===== config.mk =====
export PLATFORM = sky130hd
export DESIGN_NAME = http_packet_probe_classifier_core
export DESIGN_NICKNAME = d
export VERILOG_FILES = /design/src/hppc_pkg.sv /design/src/http_packet_probe_classifier_core.sv /design/src/hppc_in_stage.sv /design/src/hppc_tracker.sv
export SDC_FILE = /design/constraint.sdc
export NUM_CORES = 1
export LEC_CHECK = 0
export BUFFER_PORTS_ARGS = -buffer_cell sky130_fd_sc_hd__buf_2
export CORE_AREA = 2 2 103 105
export DETAILED_ROUTE_END_ITERATION = 10
export DIE_AREA = 0 0 105 107
export HOLD_SLACK_MARGIN = 0.06
export PLACE_DENSITY = 0.74
export SYNTH_ARGS = -nofsm -noshare
export SYNTH_HDL_FRONTEND = slang
export SYNTH_SLANG_ARGS = --single-unit

===== constraint.sdc =====
create_clock -name clk -period 2.05 [get_ports clk]
set_input_delay 0.1025 -clock clk [delete_from_list [all_inputs] [get_ports clk]]
set_output_delay 0.1025 -clock clk [all_outputs]
set_load 0.02 [all_outputs]

===== src/hppc_pkg.sv =====
`timescale 1ns / 1ps
`default_nettype none

package hppc_pkg;

    // One input byte and its sideband flags
    typedef struct packed {
        logic [7:0] pkt_byte;
        logic       to_server;
        logic       end_of_packet;
    } item_t;

    // Sliding byte window, entry 0 oldest, entry 7 newest
    typedef logic [0:7][7:0] win_t;

    localparam int unsigned  WIN_DEPTH  = 8;
    localparam int unsigned  IDX_W      = 4;
    localparam int unsigned  CONF_W     = 7;
    localparam int unsigned  METHOD_CNT = 9;

    localparam logic [IDX_W-1:0] IDX_MAX = 4'd15;
    localparam logic [IDX_W-1:0] POS_METHOD = 4'd3;
    localparam logic [IDX_W-1:0] POS_VER_MIN = 4'd7;
    localparam logic [IDX_W-1:0] POS_STATUS_SP = 4'd8;
    localparam logic [IDX_W-1:0] POS_STATUS_CODE = 4'd11;

    localparam logic [CONF_W-1:0] CONF_NONE = 7'd0;
    localparam logic [CONF_W-1:0] CONF_GOOD = 7'd85;
    localparam logic [CONF_W-1:0] CONF_HIGH = 7'd95;

    localparam logic [7:0] CH_SPACE = 8'h20;
    localparam logic [7:0] CH_ZERO  = 8'h30;
    localparam logic [7:0] CH_ONE   = 8'h31;
    localparam logic [7:0] CH_FIVE  = 8'h35;
    localparam logic [7:0] CH_NINE  = 8'h39;

    // "HTTP/1." with the first character in entry 0
    localparam logic [0:6][7:0] VER_TAG = "HTTP/1.";

    // Four-byte request method prefixes, first character in the top byte
    localparam logic [0:METHOD_CNT-1][31:0] METHOD_TAB = {
        "GET ", "POST", "PUT ", "HEAD", "DELE", "OPTI", "PATC", "CONN", "TRAC"
    };

    function automatic logic is_digit(input logic [7:0] c);
        return (c >= CH_ZERO) && (c <= CH_NINE);
    endfunction

    // Window holds "HTTP/1.0" or "HTTP/1.1"
    function automatic logic version_at(input win_t w);
        return (w[0:6] == VER_TAG) && ((w[7] == CH_ZERO) || (w[7] == CH_ONE));
    endfunction

    // Four bytes form one of the method prefixes
    function automatic logic method_hit(input logic [31:0] word);
        logic hit;
        hit = 1'b0;
        for (int m = 0; m < METHOD_CNT; m++)
        begin
            if (word == METHOD_TAB[m])
            begin
                hit = 1'b1;
            end
        end
        return hit;
    endfunction

endpackage

`default_nettype wire


===== src/http_packet_probe_classifier_core.sv =====
`timescale 1ns / 1ps
`default_nettype none
// Path: an accepted final byte is held in the input register, then its verdict is loaded
// into the result register and presented on m_tdata.
// One byte per cycle when not stalled; only the final byte of a packet yields a result.
// The input register, the tracker logic and the result register advance together whenever
// the result register is empty or its transfer completes in the same cycle.
// Reset: rst_n is asynchronous and active low; it empties both stages and clears packet state.

module http_packet_probe_classifier_core (
    input  wire logic       clk,
    input  wire logic       rst_n,
    input  wire logic       s_tvalid,
    output logic            s_tready,
    input  wire logic [7:0] s_tdata,   // [7:0] pkt_byte
    input  wire logic       s_tuser,   // [0] to_server
    input  wire logic       s_tlast,   // end_of_packet
    output logic            m_tvalid,
    input  wire logic       m_tready,
    output logic [7:0]      m_tdata    // [6:0] confidence, [7] zero
);
    import hppc_pkg::*;

    logic              advance;
    logic              item_valid;
    item_t             item;
    logic              step;
    logic [CONF_W-1:0] conf;
    logic              m_tvalid_reg;
    logic [CONF_W-1:0] conf_reg;

    assign advance  = !m_tvalid_reg || m_tready;
    assign s_tready = advance;
    assign step     = item_valid && advance;

    hppc_in_stage u_in_stage (
        .clk        (clk),
        .rst_n      (rst_n),
        .advance    (advance),
        .s_tvalid   (s_tvalid),
        .s_tdata    (s_tdata),
        .s_tuser    (s_tuser),
        .s_tlast    (s_tlast),
        .item_valid (item_valid),
        .item       (item)
    );

    hppc_tracker u_tracker (
        .clk   (clk),
        .rst_n (rst_n),
        .step  (step),
        .item  (item),
        .conf  (conf)
    );

    // Load a result on each final byte; empty the register once it is taken
    always_ff @(posedge clk or negedge rst_n)
    begin
        if (!rst_n)
        begin
            m_tvalid_reg <= 1'b0;
        end
        else if (advance)
        begin
            m_tvalid_reg <= step && item.end_of_packet;
        end
    end

    // Hold the verdict until its transfer
    always_ff @(posedge clk)
    begin
        if (step && item.end_of_packet)
        begin
            conf_reg <= conf;
        end
    end

    assign m_tvalid = m_tvalid_reg;
    assign m_tdata  = {1'b0, conf_reg};

endmodule

`default_nettype wire


===== src/hppc_in_stage.sv =====
`timescale 1ns / 1ps
`default_nettype none

module hppc_in_stage (
    input  wire logic           clk,
    input  wire logic           rst_n,
    input  wire logic           advance,
    input  wire logic           s_tvalid,
    input  wire logic [7:0]     s_tdata,   // [7:0] pkt_byte
    input  wire logic           s_tuser,   // [0] to_server
    input  wire logic           s_tlast,   // end_of_packet
    output logic                item_valid,
    output hppc_pkg::item_t     item
);
    import hppc_pkg::*;

    logic  valid_reg;
    item_t item_reg;

    // Capture the transfer whenever the pipeline moves
    always_ff @(posedge clk or negedge rst_n)
    begin
        if (!rst_n)
        begin
            valid_reg <= 1'b0;
        end
        else if (advance)
        begin
            valid_reg <= s_tvalid;
        end
    end

    // Hold the payload of the accepted transfer
    always_ff @(posedge clk)
    begin
        if (advance && s_tvalid)
        begin
            item_reg <= '{pkt_byte: s_tdata, to_server: s_tuser, end_of_packet: s_tlast};
        end
    end

    assign item_valid = valid_reg;
    assign item       = item_reg;

endmodule

`default_nettype wire


===== src/hppc_tracker.sv =====
`timescale 1ns / 1ps
`default_nettype none

module hppc_tracker (
    input  wire logic                       clk,
    input  wire logic                       rst_n,
    input  wire logic                       step,
    input  wire hppc_pkg::item_t            item,
    output logic [hppc_pkg::CONF_W-1:0]     conf
);
    import hppc_pkg::*;

    logic [IDX_W-1:0] byte_index_reg, byte_index_next;
    win_t             win_reg, win_next;
    logic             method_matched_reg, method_matched_next;
    logic             version_pending_reg, version_pending_next;
    logic             version_confirmed_reg, version_confirmed_next;
    logic             status_line_ok_reg, status_line_ok_next;
    logic             status_code_ok_reg, status_code_ok_next;

    logic [7:0]       b;
    logic [IDX_W-1:0] p;
    win_t             win_shift;

    assign b         = item.pkt_byte;
    assign p         = byte_index_reg;
    assign win_shift = {win_reg[1:7], b};

    // Work out the new packet state and the verdict for this byte
    always_comb
    begin
        byte_index_next        = (p < IDX_MAX) ? p + 1'b1 : p;
        win_next               = win_shift;
        method_matched_next    = method_matched_reg;
        status_line_ok_next    = status_line_ok_reg;
        status_code_ok_next    = status_code_ok_reg;
        version_confirmed_next = version_confirmed_reg | version_pending_reg;
        version_pending_next   = (p >= POS_VER_MIN) && version_at(win_shift);
        conf                   = CONF_NONE;

        if ((p == POS_METHOD) && method_hit({win_reg[5], win_reg[6], win_reg[7], b}))
        begin
            method_matched_next = 1'b1;
        end

        if (p == POS_STATUS_SP)
        begin
            status_line_ok_next = version_at(win_reg) && (b == CH_SPACE);
        end

        if ((p == POS_STATUS_CODE) && status_line_ok_reg)
        begin
            status_code_ok_next = (win_reg[6] >= CH_ONE) && (win_reg[6] <= CH_FIVE)
                                  && is_digit(win_reg[7]) && is_digit(b);
        end

        // Pick the verdict by the direction of the final byte
        if (p < POS_METHOD)
        begin
            conf = CONF_NONE;
        end
        else if (!item.to_server)
        begin
            conf = method_matched_next
                   ? (version_confirmed_next ? CONF_HIGH : CONF_GOOD) : CONF_NONE;
        end
        else
        begin
            conf = status_code_ok_next ? CONF_HIGH
                   : (status_line_ok_next ? CONF_GOOD : CONF_NONE);
        end

        // Drop all packet state after the final byte
        if (item.end_of_packet)
        begin
            byte_index_next        = '0;
            win_next               = '0;
            method_matched_next    = 1'b0;
            version_pending_next   = 1'b0;
            version_confirmed_next = 1'b0;
            status_line_ok_next    = 1'b0;
            status_code_ok_next    = 1'b0;
        end
    end

    // Advance the packet state on each processed byte
    always_ff @(posedge clk or negedge rst_n)
    begin
        if (!rst_n)
        begin
            byte_index_reg        <= '0;
            win_reg               <= '0;
            method_matched_reg    <= 1'b0;
            version_pending_reg   <= 1'b0;
            version_confirmed_reg <= 1'b0;
            status_line_ok_reg    <= 1'b0;
            status_code_ok_reg    <= 1'b0;
        end
        else if (step)
        begin
            byte_index_reg        <= byte_index_next;
            win_reg               <= win_next;
            method_matched_reg    <= method_matched_next;
            version_pending_reg   <= version_pending_next;
            version_confirmed_reg <= version_confirmed_next;
            status_line_ok_reg    <= status_line_ok_next;
            status_code_ok_reg    <= status_code_ok_next;
        end
    end

    // A final byte leaves the tracker at the start of a packet
    a_eop_clears: assert property (@(posedge clk) disable iff (!rst_n)
        (step && item.end_of_packet) |=> (byte_index_reg == '0) && !method_matched_reg)
        else $error("packet state not cleared after final byte");

    // A status code is only judged after a good status line
    a_code_needs_line: assert property (@(posedge clk) disable iff (!rst_n)
        status_code_ok_reg |-> status_line_ok_reg)
        else $error("status code flagged without status line");

    // A method match needs the first four bytes
    a_method_pos: assert property (@(posedge clk) disable iff (!rst_n)
        method_matched_reg |-> (byte_index_reg > POS_METHOD))
        else $error("method match before four bytes");

    // A confirmed version follows at least nine bytes
    a_version_pos: assert property (@(posedge clk) disable iff (!rst_n)
        version_confirmed_reg |-> (byte_index_reg > POS_STATUS_SP))
        else $error("version confirmed too early in packet");

endmodule

`default_nettype wire


* Yosys cells after proc, flatten, opt, wreduce, memory -nomap -nowiden
Index checks and enable logic that the tools add are counted.
** Word-level totals
- Register bits :: 92
- Bits in latches :: 0
- RAM bits :: 0
- Memory bits (read-only) :: 0
- Input port bits :: 14
- Logic and storage cells :: 95
- Memories :: 0
** Operators by class
- Add/sub/neg operators :: 1
- Multipliers :: 0
- Div/mod/pow operators :: 0
- Magnitude comparators :: 9
- Eq/ne operators :: 19
- Shift-type cells :: 0
- Muxes and demuxes :: 25
- Bitwise operators :: 1
- Reductions and logical operators :: 20
** Operator list (number)
- $eq 32x31->1 const B :: 9
- $eq 56x55->1 const B :: 2
- $mux 64 :: 1
- $eq 8x6->1 const B :: 5
- $mux 7 :: 4
- $ge 8x6->1 const B :: 3
- $le 8x6->1 const B :: 3
- $mux 1 :: 17
- $logic_and 1x1->1 :: 14
- $mux 4 :: 3
- $eq 4x4->1 const B :: 2
- $add 4x1->4 const B :: 1
- $eq 4x2->1 const B :: 1
- $ge 4x3->1 const B :: 1
- $lt 4x2->1 const B :: 1
- $lt 4x4->1 const B :: 1
- $logic_or 1x1->1 :: 3
- $reduce_and 2->1 :: 1
- $reduce_bool 2->1 :: 1
- $logic_not 1->1 :: 1
- $or 1x1->1 :: 1

* Longest topological paths before layout
Gate-level depths: netlist of the first run.
- Depth in word-level cells :: 14
- Mapped depth :: 8
- Depth with buffers taken out :: 7

* By module
Synthesis of the first run repeated with hierarchy kept, for this count alone.
** Unflattened totals
- Cells, all modules :: 473
- Area, all modules :: 4639.4 µm²
** By module, submodules not included
- hppc_tracker :: times used 1, cells each 445, area an instance 4001.3 µm², seq. area each 1826.8 µm²
- hppc_in_stage :: times used 1, cells each 13, area an instance 347.8 µm², seq. area each 325.3 µm²
- http_packet_probe_classifier_core :: times used 1, cells each 15, area an instance 290.3 µm², seq. area each 235.2 µm²

* Worst setup path after synthesis of the first run
Ideal clock, no wire load.
- Path type :: reg-to-reg
- From :: reg u_in_stage.item_reg, in the netlist u_in_stage.item[9]
- To :: reg conf_reg[4], data pin
- Library setup time :: 158 ps
- Arrival time :: 1880 ps
- Slack :: 11 ps
- Stages on the path, launching flop included :: 8
- Path buffers :: 0
- Cell sequence :: edfxtp_1 > nor4b_4 > nand2_2 > or4_1 > o41a_1 > o311ai_2 > a211oi_2 > a211oi_2
** Between the ends
- Word-level cells in the longest chain between the ends :: 14
- Elaborated cells between the ends (all ways) :: 32
- Those cells by class :: 2 x order compare; 10 x eq/ne; 16 x mux; 4 x reduce/logical
** Ends and longest elaborated chain
- from (decl) :: line hppc_in_stage.sv:18 : item_t item_reg;
- from (signal assigned) :: line hppc_in_stage.sv:38 : item_reg <= '{pkt_byte: s_tdata, to_server: s_tuser, end_of_packet: s_tlast};
- $eq 32x31->1 :: line hppc_pkg.sv:60 : if (word == METHOD_TAB[m])
- $mux 1 (9 in series) :: line hppc_pkg.sv:60
- $logic_and 1x1->1 :: line hppc_tracker.sv:41 : if ((p == POS_METHOD) && method_hit({win_reg[5], win_reg[6], win_reg[7], b}))
- $mux 1 :: line hppc_tracker.sv:41
- $mux 7 :: line hppc_tracker.sv:65 : ? (version_confirmed_next ? CONF_HIGH : CONF_GOOD) : CONF_NONE;
- $mux 7 * :: line hppc_tracker.sv:62 : else if (!item.to_server)
- to (signal assigned) :: line http_packet_probe_classifier_core.sv:74 : conf_reg <= conf;
- to (decl) :: line http_packet_probe_classifier_core.sv:30 : logic [CONF_W-1:0] conf_reg;
Every way passes the cells marked *; elsewhere a longest branch is shown, timed or not.
A chain may end at the register's enable or synchronous reset.

* Worst setup path in the final report of the first run
- From :: reg u_tracker.win_reg[1] (netlist bit)
- To :: reg conf_reg[4], data pin
** Between the ends
- Word-level cells in the longest chain between the ends :: 14
- Elaborated cells between the ends (all ways) :: 36
- Those cells by class :: 2 x order compare; 11 x eq/ne; 16 x mux; 7 x reduce/logical
** Ends and longest elaborated chain
- from (decl) :: line hppc_tracker.sv:14 : win_t win_reg, win_next;
- from (signal assigned) :: line hppc_tracker.sv:102 : win_reg <= win_next;
- $eq 32x31->1 :: line hppc_pkg.sv:60
- $mux 1 (9 in series) :: line hppc_pkg.sv:60
- $logic_and 1x1->1 :: line hppc_tracker.sv:41
- $mux 1 :: line hppc_tracker.sv:41
- $mux 7 :: line hppc_tracker.sv:65
- $mux 7 * :: line hppc_tracker.sv:62
Marked as above.

==> results of run 1 <==
## layout make-up
| cell class | count | area (sq um) |
|---|---|---|
| flip-flops and latches | 87 | 2240 |
| clock buffers | 10 | 149 |
| multi-input cells | 342 | 2140 |
| repair buffers | 112 | 833 |
| clock inverters | 6 | 97.6 |
| inverters | 4 | 15.0 |
| well taps | 136 | 170 |
| fillers | 913 | 4450 |
## critical path, delay by kind of cell, from the launching register on
| kind | cells | cell delay (ps) |
|---|---|---|
| compound gates | 1 | 200 |
| flops | 1 | 440 |
| mux | 1 | 190 |
| simple gates | 5 | 1150 |
## Yosys cell counts, drive strengths merged, types with 2 or more instances
cell / count
and3: 2
ha: 2
nor2: 15
inv: 4
edfxtp: 12
buf: 12
and2: 2
nor3b: 5
nor4b: 16
nor4bb: 4
dfrtp: 75
a21oi: 8
nand4b: 4
nand2: 146
nand4: 8
o21ai: 5
o31ai: 2
or4: 2
a22o: 2
clkbuf: 23
nor3: 6
nand3b: 67
nor2b: 2
a211oi: 2
a31oi: 2
nor4: 7
mux2: 2
nand3: 13
## worst paths after layout
path,from,cells past startpoint,end
min reg2reg,u_tracker.win_reg[62],2,u_tracker.win_reg[62]
max in group asynchronous,rst_n,3,m_tvalid
min in group asynchronous,rst_n,2,u_tracker.win_reg[49]
max reg2reg,u_tracker.win_reg[1],7,conf_reg[4]
max,u_tracker.win_reg[1],7,conf_reg[4]
min,m_tready,3,m_tvalid
## repair_timing
| action | in CTS | in global routing |
|---|---|---|
| buffers inserted | 3 | 1 |
| pin swaps | 13 | 0 |
| hold buffers | 12 | 0 |
| gates cloned | 0 | 0 |
| hold endpoints to repair | 51 | 0 |
| setup endpoints to repair | 4 | 4 |
| gates resized for setup | 7 | 14 |
## stage by stage
step / instance area [sq um] / worst slack, ps / total power, mW
2_1_floorplan: 4430 / 11.5 / 2.45
3_3_place_gp: 5110 / -152 / 2.85
3_5_place_dp: 5110 / -206 / 2.87
4_1_cts: 5540 / -102 / 4.37
5_1_grt: 5640 / -180 / 4.56
6_report: 5640 / -106 / 4.37
## cells by family after synthesis
kind of cell    count (synthesis)  synth area share (%)
compound gates                 29                  4.83
fa+ha+maj                       2                 0.565
buf+inv                        39                  4.32
flops                          87                  50.5
mux                             2                 0.509
other cells                     1                0.0847
simple gates                  307                  39.2
## layer usage
layer,vias to the layer above,track usage [%],wire length [um],share of wire [%]
li1,1804,-,-,-
met1,1770,30.4,5160,45
met2,87,34.2,5560,48
met3,19,4.26,582,5.0
met4,0,7.81,244,2.1
met5,-,0,0,0
## power groups by stage
stage	Combinational, mW	Clock (mW)	Sequential, mW
2_1_floorplan	0.419	0	2.04
3_3_place_gp	0.818	0	2.03
3_5_place_dp	0.826	0	2.04
4_1_cts	0.854	1.51	2.01
5_1_grt	0.962	1.56	2.04
6_report	0.879	1.46	2.02
==> impl_summary.log, run 1 <==
INFO  metric outcome = finished, violations left
INFO  metric violations_in_the_final_reports = negative setup slack
INFO  metric place.port_buffers = 21
INFO  metric seq_power_share = 46.4%
INFO  metric num_antenna_cells = 0
INFO  metric routed_wire_length = 11500 um
INFO  metric floorplan.die.height = 107 um
INFO  metric post-route-period-util = 105%
INFO  metric worst_setup_path_end_kind = flip-flop
INFO  metric cts.sinks = 87
INFO  metric setup.worst_path.start_class = flip-flop
INFO  metric route.vias.total = 3680
INFO  metric timing_worst_slew_pin_value = 734 ps
INFO  metric maxSlewViolCount = 0
INFO  metric htree_num_levels = 3
INFO  metric post_route_antenna_net_violation_count = 0
INFO  metric setup_repair_after_global_routing_missed_its_margin = true
INFO  metric core_area = 0.0101 sq mm
INFO  metric nNetsFinal = 572
INFO  metric clock_tree.buffer_depth = 2
INFO  metric overflow = 0
INFO  metric utilization = 55.9%
INFO  metric most-common-layout-cells = 144 x sky130_fd_sc_hd__nand2_1, 79 x sky130_fd_sc_hd__buf_4, 75 x sky130_fd_sc_hd__dfrtp_1, 67 x sky130_fd_sc_hd__nand3b_1, 20 x sky130_fd_sc_hd__buf_2
INFO  metric leakage = 2.72 nW
INFO  metric grt_usage = 21.9%
INFO  metric skew = 13.1 ps
INFO  metric detailedRoute.firstPassIterationCount = 5
INFO  metric swShare = 30.1%
INFO  metric largest_register_ff_count = 64
INFO  metric post-synth-top-area-fraction = 42.4%
INFO  metric clock_latency = 380 ps
INFO  metric combPwrFrac = 20.1%
INFO  metric drive_above_1_share = 26.7%
INFO  metric timing.critical_path.fanout_max = 4
INFO  metric synth.ff_latch_count = 87
INFO  metric dpl.cell_count = 665
INFO  metric grt_start_max_net_pins = 70
INFO  metric die-width = 105 um
INFO  metric post_synth_instance_area = 0.00443 sq mm
INFO  metric min_setup_slack_post_route = -106 ps
INFO  metric yosysUniqueCellTypes = 54
INFO  metric antenna_found_initial = 0
INFO  metric report.final.hold_viol_count = 0
INFO  metric route.detailed.wl_per_inst = 16.6 um
INFO  metric synth_flop_cell = sky130_fd_sc_hd__dfrtp_1
INFO  metric commonest_non_fill_non_tap_cell_in_the_layout = sky130_fd_sc_hd__nand2_1
INFO  metric achievable-frequency = 464 MHz
INFO  metric cpMaxStageDelayCell = sky130_fd_sc_hd__or4_4
INFO  metric rows = 37
INFO  metric synth_edf_count = 12
INFO  metric yosysSeqAreaShare = 50.5%
INFO  metric timing.critical_path.arrival = 2370 ps
INFO  metric critical_path.max_stage_delay = 550 ps
INFO  metric timing_worst_setup_path_type = reg2reg
INFO  metric die_area = 0.0112 sq mm
INFO  metric design.portCount = 24
INFO  metric tritoncts_clock_tree = done
INFO  metric cp_cell_sequence = nor4b_2 -> nand4_1 -> or4_4 -> nor4_4 -> mux2_4 -> nor2_1 -> a211oi_2
INFO  metric stdcell_count = 697
INFO  metric ir_worst_vdd = 553 uV
INFO  metric power_report.internal_total = 3.05 mW
INFO  metric area_delta_synth_final = 27.4%
INFO  metric slew_headroom = 51.1%
INFO  metric cts.clk_slew.worst_paths = 100 ps
INFO  metric first_global_vias = 3685
INFO  metric tns = -181 ps
INFO  metric ys.warnings.count = 0
INFO  metric hold_ws = 118 ps
INFO  metric critical_path_required = 2270 ps
INFO  metric postSynth.asyncResetShare = 86.2%
INFO  metric remaining_drc_errors = 0
INFO  metric grt_first_pass_wirelength = 19300 um
INFO  metric clockRootBuffer = sky130_fd_sc_hd__clkbuf_8
INFO  metric detail_route.vias_per_cell = 5.28
INFO  metric numCtsBuffers = 9
INFO  metric gp_routability_congestion = 0.913
INFO  metric synth_area_leader_cell = sky130_fd_sc_hd__dfrtp_1
INFO  metric setup_slack_reg_to_reg = -110 ps
INFO  metric powerDensity = 774 mW/mm^2
INFO  metric setup_viol = 2
INFO  metric post_dp_hpwl = 8000 um
INFO  metric clockPowerShare = 33.5%
INFO  metric synthTopCellsByArea = sky130_fd_sc_hd__dfrtp_1 42%, sky130_fd_sc_hd__nand2_1 12%, sky130_fd_sc_hd__nand3b_1 11%, sky130_fd_sc_hd__edfxtp_1 8.1%, sky130_fd_sc_hd__nor4b_2 2.4%
INFO  metric power.switching = 1.31 mW
INFO  metric min_period = 2160 ps
INFO  metric max_cap_viol_count = 0
INFO  metric detail_route.iter0.violations = 270
INFO  metric hold_path_class = in2reg
INFO  metric start_util = 43.9%
INFO  metric syn_avg_cell_area = 9.48 sq um
INFO  metric synthesis.instances = 467
No activity file was read; power rests on OpenSTA's default activity.
==> run 2, diff against run 1 <==
--- a/config.mk
+++ b/config.mk
@@ -6,11 +6,12 @@
 export NUM_CORES = 1
 export LEC_CHECK = 0
 export BUFFER_PORTS_ARGS = -buffer_cell sky130_fd_sc_hd__buf_2
-export CORE_AREA = 2 2 103 105
+export CORE_AREA = 2 2 105 107
 export DETAILED_ROUTE_END_ITERATION = 10
-export DIE_AREA = 0 0 105 107
+export DIE_AREA = 0 0 107 109
 export HOLD_SLACK_MARGIN = 0.06
 export PLACE_DENSITY = 0.74
 export SYNTH_ARGS = -nofsm -noshare
 export SYNTH_HDL_FRONTEND = slang
+export SYNTH_HIERARCHICAL = 1
 export SYNTH_SLANG_ARGS = --single-unit
==> run 2 against run 1 <==
  * The run still ends with negative setup slack left
  * Synthesized cell count is 1.3% higher
  * Clock skew is 1.0 ps lower
  * Non-clock buffer count shrank 5
  * Routed wire length shrank 2.7%
  * Highest routed layer unchanged
  * Combinational power hardly changed
==> impl_summary.log, run 2 <==
INFO  metric ir_worst_vdd = 373 uV (was 553 uV)
INFO  metric utilization = 53.3% (was 55.9%)
INFO  metric clock_latency = 370 ps (was 380 ps)
INFO  metric first_global_vias = 3700 (was 3685)
INFO  metric grt_usage = 20.5% (was 21.9%)
INFO  metric route.vias.total = 3789 (was 3680)
INFO  metric die-width = 107 um (was 105 um)
INFO  metric tritoncts_clock_tree = done (unchanged)
INFO  metric synth_area_leader_cell = sky130_fd_sc_hd__dfrtp_1 (unchanged)
INFO  metric area.sequential = 0.00239 sq mm (was 0.00224 sq mm)
INFO  metric overflow = 0 (unchanged)
INFO  metric post_synth_instance_area = 0.00464 sq mm (was 0.00443 sq mm)
INFO  metric synthesis.instances = 473 (was 467)
INFO  metric area_delta_synth_final = 21.7% (was 27.4%)
INFO  metric core_area = 0.0106 sq mm (was 0.0101 sq mm)
INFO  metric num_antenna_cells = 0 (unchanged)
INFO  metric die_area = 0.0117 sq mm (was 0.0112 sq mm)
INFO  metric yosysUniqueCellTypes = 54 (unchanged)
INFO  metric crit_path_start = u_in_stage/item[7] (was u_tracker.win_reg[1])
INFO  metric critical_path.max_stage_delay = 510 ps (was 550 ps)
INFO  metric largest_register_ff_count = 64 (unchanged)
INFO  metric clock_tree.buffer_depth = 2 (unchanged)
INFO  metric post-synth-top-area-fraction = 40.5% (was 42.4%)
INFO  metric nNetsFinal = 573 (was 572)
INFO  metric place.port_buffers = 22 (was 21)
INFO  metric slew_headroom = 59.4% (was 51.1%)
INFO  metric hold_ws = 280 ps (was 118 ps)
INFO  metric grt_start_max_net_pins = 104 (was 70)
INFO  metric synth_nets = 489
INFO  metric htree_num_levels = 3 (unchanged)
INFO  metric setup.worst_path.start_class = flip-flop (unchanged)
INFO  metric layout.filler_cells = 955 (was 913)
INFO  metric antenna_found_initial = 0 (unchanged)
INFO  metric synthTopCellsByArea = sky130_fd_sc_hd__dfrtp_1 40%, sky130_fd_sc_hd__edfxtp_1 11%, sky130_fd_sc_hd__nand3b_1 11%, sky130_fd_sc_hd__o21ai_0 7.4%, sky130_fd_sc_hd__inv_1 5.7% (was sky130_fd_sc_hd__dfrtp_1 42%, sky130_fd_sc_hd__nand2_1 12%, sky130_fd_sc_hd__nand3b_1 11%, sky130_fd_sc_hd__edfxtp_1 8.1%, sky130_fd_sc_hd__nor4b_2 2.4%)
INFO  metric powerDensity = 736 mW/mm^2 (was 774 mW/mm^2)
INFO  metric critical_path.top_delay_family = simple AND/OR/NAND/NOR gates (unchanged)
INFO  metric critical_path_buf_inv_count = 0 (unchanged)
INFO  metric post_dp_hpwl = 7870 um (was 8000 um)
INFO  metric multiInputGateArea = 0.00183 sq mm (was 0.00214 sq mm)
INFO  metric postSynth.asyncResetShare = 81.5% (was 86.2%)
INFO  metric post_route_antenna_net_violation_count = 0 (unchanged)
INFO  metric cpMaxStageDelayCell = sky130_fd_sc_hd__or4_4 (unchanged)
INFO  metric remaining_drc_errors = 0 (unchanged)
INFO  metric floorplan.die.height = 109 um (was 107 um)
INFO  metric grt_first_pass_wirelength = 18400 um (was 19300 um)
INFO  metric post-route-period-util = 116% (was 105%)
INFO  metric routed_wire_length = 11200 um (was 11500 um)
INFO  metric numCtsBuffers = 9 (unchanged)
INFO  metric min_setup_slack_post_route = -326 ps (was -106 ps)
INFO  metric setup_viol = 7 (was 2)
INFO  metric gp_routability_congestion = 0.864 (was 0.913)
INFO  metric outcome = finished, violations left (unchanged)
INFO  metric synth.ff_latch_count = 92 (was 87)
INFO  metric min_period = 2380 ps (was 2160 ps)
INFO  metric skew = 12.1 ps (was 13.1 ps)
INFO  metric cts.clk_slew.worst_paths = 100 ps (about the same)
INFO  metric worst_setup_path_end_kind = flip-flop (unchanged)
INFO  metric route.detailed.wl_per_inst = 16.0 um (was 16.6 um)
INFO  metric syn_avg_cell_area = 9.81 sq um (was 9.48 sq um)
INFO  metric most-common-layout-cells = 75 x sky130_fd_sc_hd__dfrtp_1, 71 x sky130_fd_sc_hd__buf_4, 70 x sky130_fd_sc_hd__inv_1, 69 x sky130_fd_sc_hd__o21ai_0, 66 x sky130_fd_sc_hd__nand3b_1 (was 144 x sky130_fd_sc_hd__nand2_1, 79 x sky130_fd_sc_hd__buf_4, 75 x sky130_fd_sc_hd__dfrtp_1, 67 x sky130_fd_sc_hd__nand3b_1, 20 x sky130_fd_sc_hd__buf_2)
INFO  metric yosys.cell_count.top_type = sky130_fd_sc_hd__dfrtp_1 (was sky130_fd_sc_hd__nand2_1)
INFO  metric drive_above_1_share = 22.1% (was 26.7%)
INFO  metric start_util = 43.8% (was 43.9%)
INFO  metric timing_worst_slew_pin_value = 609 ps (was 734 ps)
INFO  metric setup_repair_after_global_routing_missed_its_margin = true (unchanged)
INFO  metric max_cap_viol_count = 0 (unchanged)
INFO  metric synth_edf_count = 17 (was 12)
INFO  metric design.portCount = 24 (unchanged)
INFO  metric ys.warnings.count = 6 (was 0)
INFO  metric cts.sinks = 92 (was 87)
INFO  metric clockRootBuffer = sky130_fd_sc_hd__clkbuf_8 (unchanged)
INFO  metric achievable-frequency = 421 MHz (was 464 MHz)
INFO  metric commonest_non_fill_non_tap_cell_in_the_layout = sky130_fd_sc_hd__dfrtp_1 (was sky130_fd_sc_hd__nand2_1)
INFO  metric post_synth_most_frequent_cells = 75 x sky130_fd_sc_hd__dfrtp_1, 70 x sky130_fd_sc_hd__inv_1, 69 x sky130_fd_sc_hd__o21ai_0 (was 145 x sky130_fd_sc_hd__nand2_1, 75 x sky130_fd_sc_hd__dfrtp_1, 67 x sky130_fd_sc_hd__nand3b_1)
INFO  metric timing.critical_path.arrival = 2580 ps (was 2370 ps)
INFO  metric maxSlewViolCount = 0 (unchanged)
INFO  metric timing.critical_path.fanout_max = 4 (unchanged)
INFO  metric violations_in_the_final_reports = negative setup slack (unchanged)
INFO  metric critical_path_required = 2250 ps (was 2270 ps)
INFO  metric reg_to_reg_critical_path_startpoint = u_in_stage/item[7] (was u_tracker.win_reg[1])
INFO  metric timing_worst_setup_path_type = reg2reg (unchanged)
INFO  metric rows = 38 (was 37)
INFO  metric cp_cell_sequence = nor4bb_2 -> nand3b_1 -> or4_4 -> a211o_1 -> a311o_1 -> a21oi_2 (was nor4b_2 -> nand4_1 -> or4_4 -> nor4_4 -> mux2_4 -> nor2_1 -> a211oi_2)
INFO  metric yosysSeqAreaShare = 51.5% (was 50.5%)
INFO  metric hold_path_class = in2async (was in2reg)
INFO  metric synth_flop_cell = sky130_fd_sc_hd__dfrtp_1 (unchanged)
INFO  metric detail_route.vias_per_cell = 5.40 (was 5.28)
INFO  metric leakage = 2.30 nW (was 2.72 nW)
INFO  metric report.final.hold_viol_count = 0 (unchanged)
INFO  metric detailedRoute.firstPassIterationCount = 8 (was 5)
INFO  metric detail_route.iter0.violations = 299 (was 270)
-- run 2: cell types whose count changed after synthesis, moves of 5 or more --
cell | before | now
sky130_fd_sc_hd__inv_1 | 4 | 70
sky130_fd_sc_hd__nor4b_2 | 7 | 0
sky130_fd_sc_hd__edfxtp_1 | 12 | 17
sky130_fd_sc_hd__nand4_1 | 8 | 19
sky130_fd_sc_hd__nand3_1 | 13 | 8
sky130_fd_sc_hd__o21ai_0 | 5 | 69
sky130_fd_sc_hd__nand2_1 | 145 | 10
-- run 2: cells by family (layout without fill, tap and decap cells) --
logic type / after synthesis / count (layout) / share of synthesized area, %
and+or+nand+nor: 172 / 172 / 25.9
buffers and inverters: 104 / 193 / 9.60
AOI/OAI and AO/OA: 99 / 99 / 11.8
DFF: 92 / 92 / 51.5
adders and majority gates: 2 / 2 / 0.539
other: 2 / 2 / 0.162
muxes: 2 / 2 / 0.566
-- run 2: report_power, final --
group	total, mW	internal [mW]	switching (mW)
sequential	2.12	2.01	0.111
combinational	0.880	0.396	0.485
clock	1.16	0.485	0.676
total	4.16	2.89	1.27
-- run 2: worst paths after layout --
| path | cells after the start | endpoint | slack, ps |
|---|---|---|---|
| max | 6 | conf_reg[4] | -330 |
| min | 2 | u_tracker/win_reg[13] | 280 |
| max reg2reg | 6 | conf_reg[4] | -330 |
| min reg2reg | 2 | u_tracker/win_reg[48] | 520 |
| max in group asynchronous | 3 | u_tracker/win_reg[18] | 1160 |
| min in group clk | 2 | u_in_stage/item[4] | 440 |
-- run 2: per-layer routing --
metal / share of wire [%] / up-vias / GRT usage [%]
li1: - / 1826 / -
met1: 46 / 1849 / 27.2
met2: 48 / 101 / 34.8
met3: 4.5 / 13 / 3.65
met4: 1.3 / 0 / 5.47
met5: 0 / - / 0
-- run 2: area by class of cell --
cell class	instances	area share (%)
sequential	92	42.3
inverter	70	4.65
clock buffer	12	2.57
timing repair buffer	107	14.3
clock inverter	4	0.598
multi-input combinational	277	32.5
tap	140	3.10
-- run 2: repair_timing --
action | CTS | global route
setup endpoints to repair | 7 | 7
hold buffers | 13 | 0
pin swaps | 1 | 2
gates resized for setup | 2 | 2
endpoints found under the hold margin | 54 | 0
setup buffers | 0 | 0
-- run 2: worst register-to-register path: cells and delay by family (launching register included) --
family / cells / cell delay, ps
AO/OA/AOI/OAI: 3 / 860
flip-flops: 1 / 440
AND/OR/NAND/NOR: 3 / 910
-- run 2: metrics by stage --
stage          power (mW)  std cells  cell area, sq um  TNS, ps  worst slack [ps]
2_1_floorplan        2.61        473              4650     -978              -199
3_3_place_gp         2.98        673              5320    -1620              -257
3_5_place_dp         3.00        673              5320    -1910              -309
4_1_cts              4.17        702              5640    -1970              -312
5_1_grt              4.35        702              5650    -2780              -426
6_report             4.16        702              5650    -2090              -326
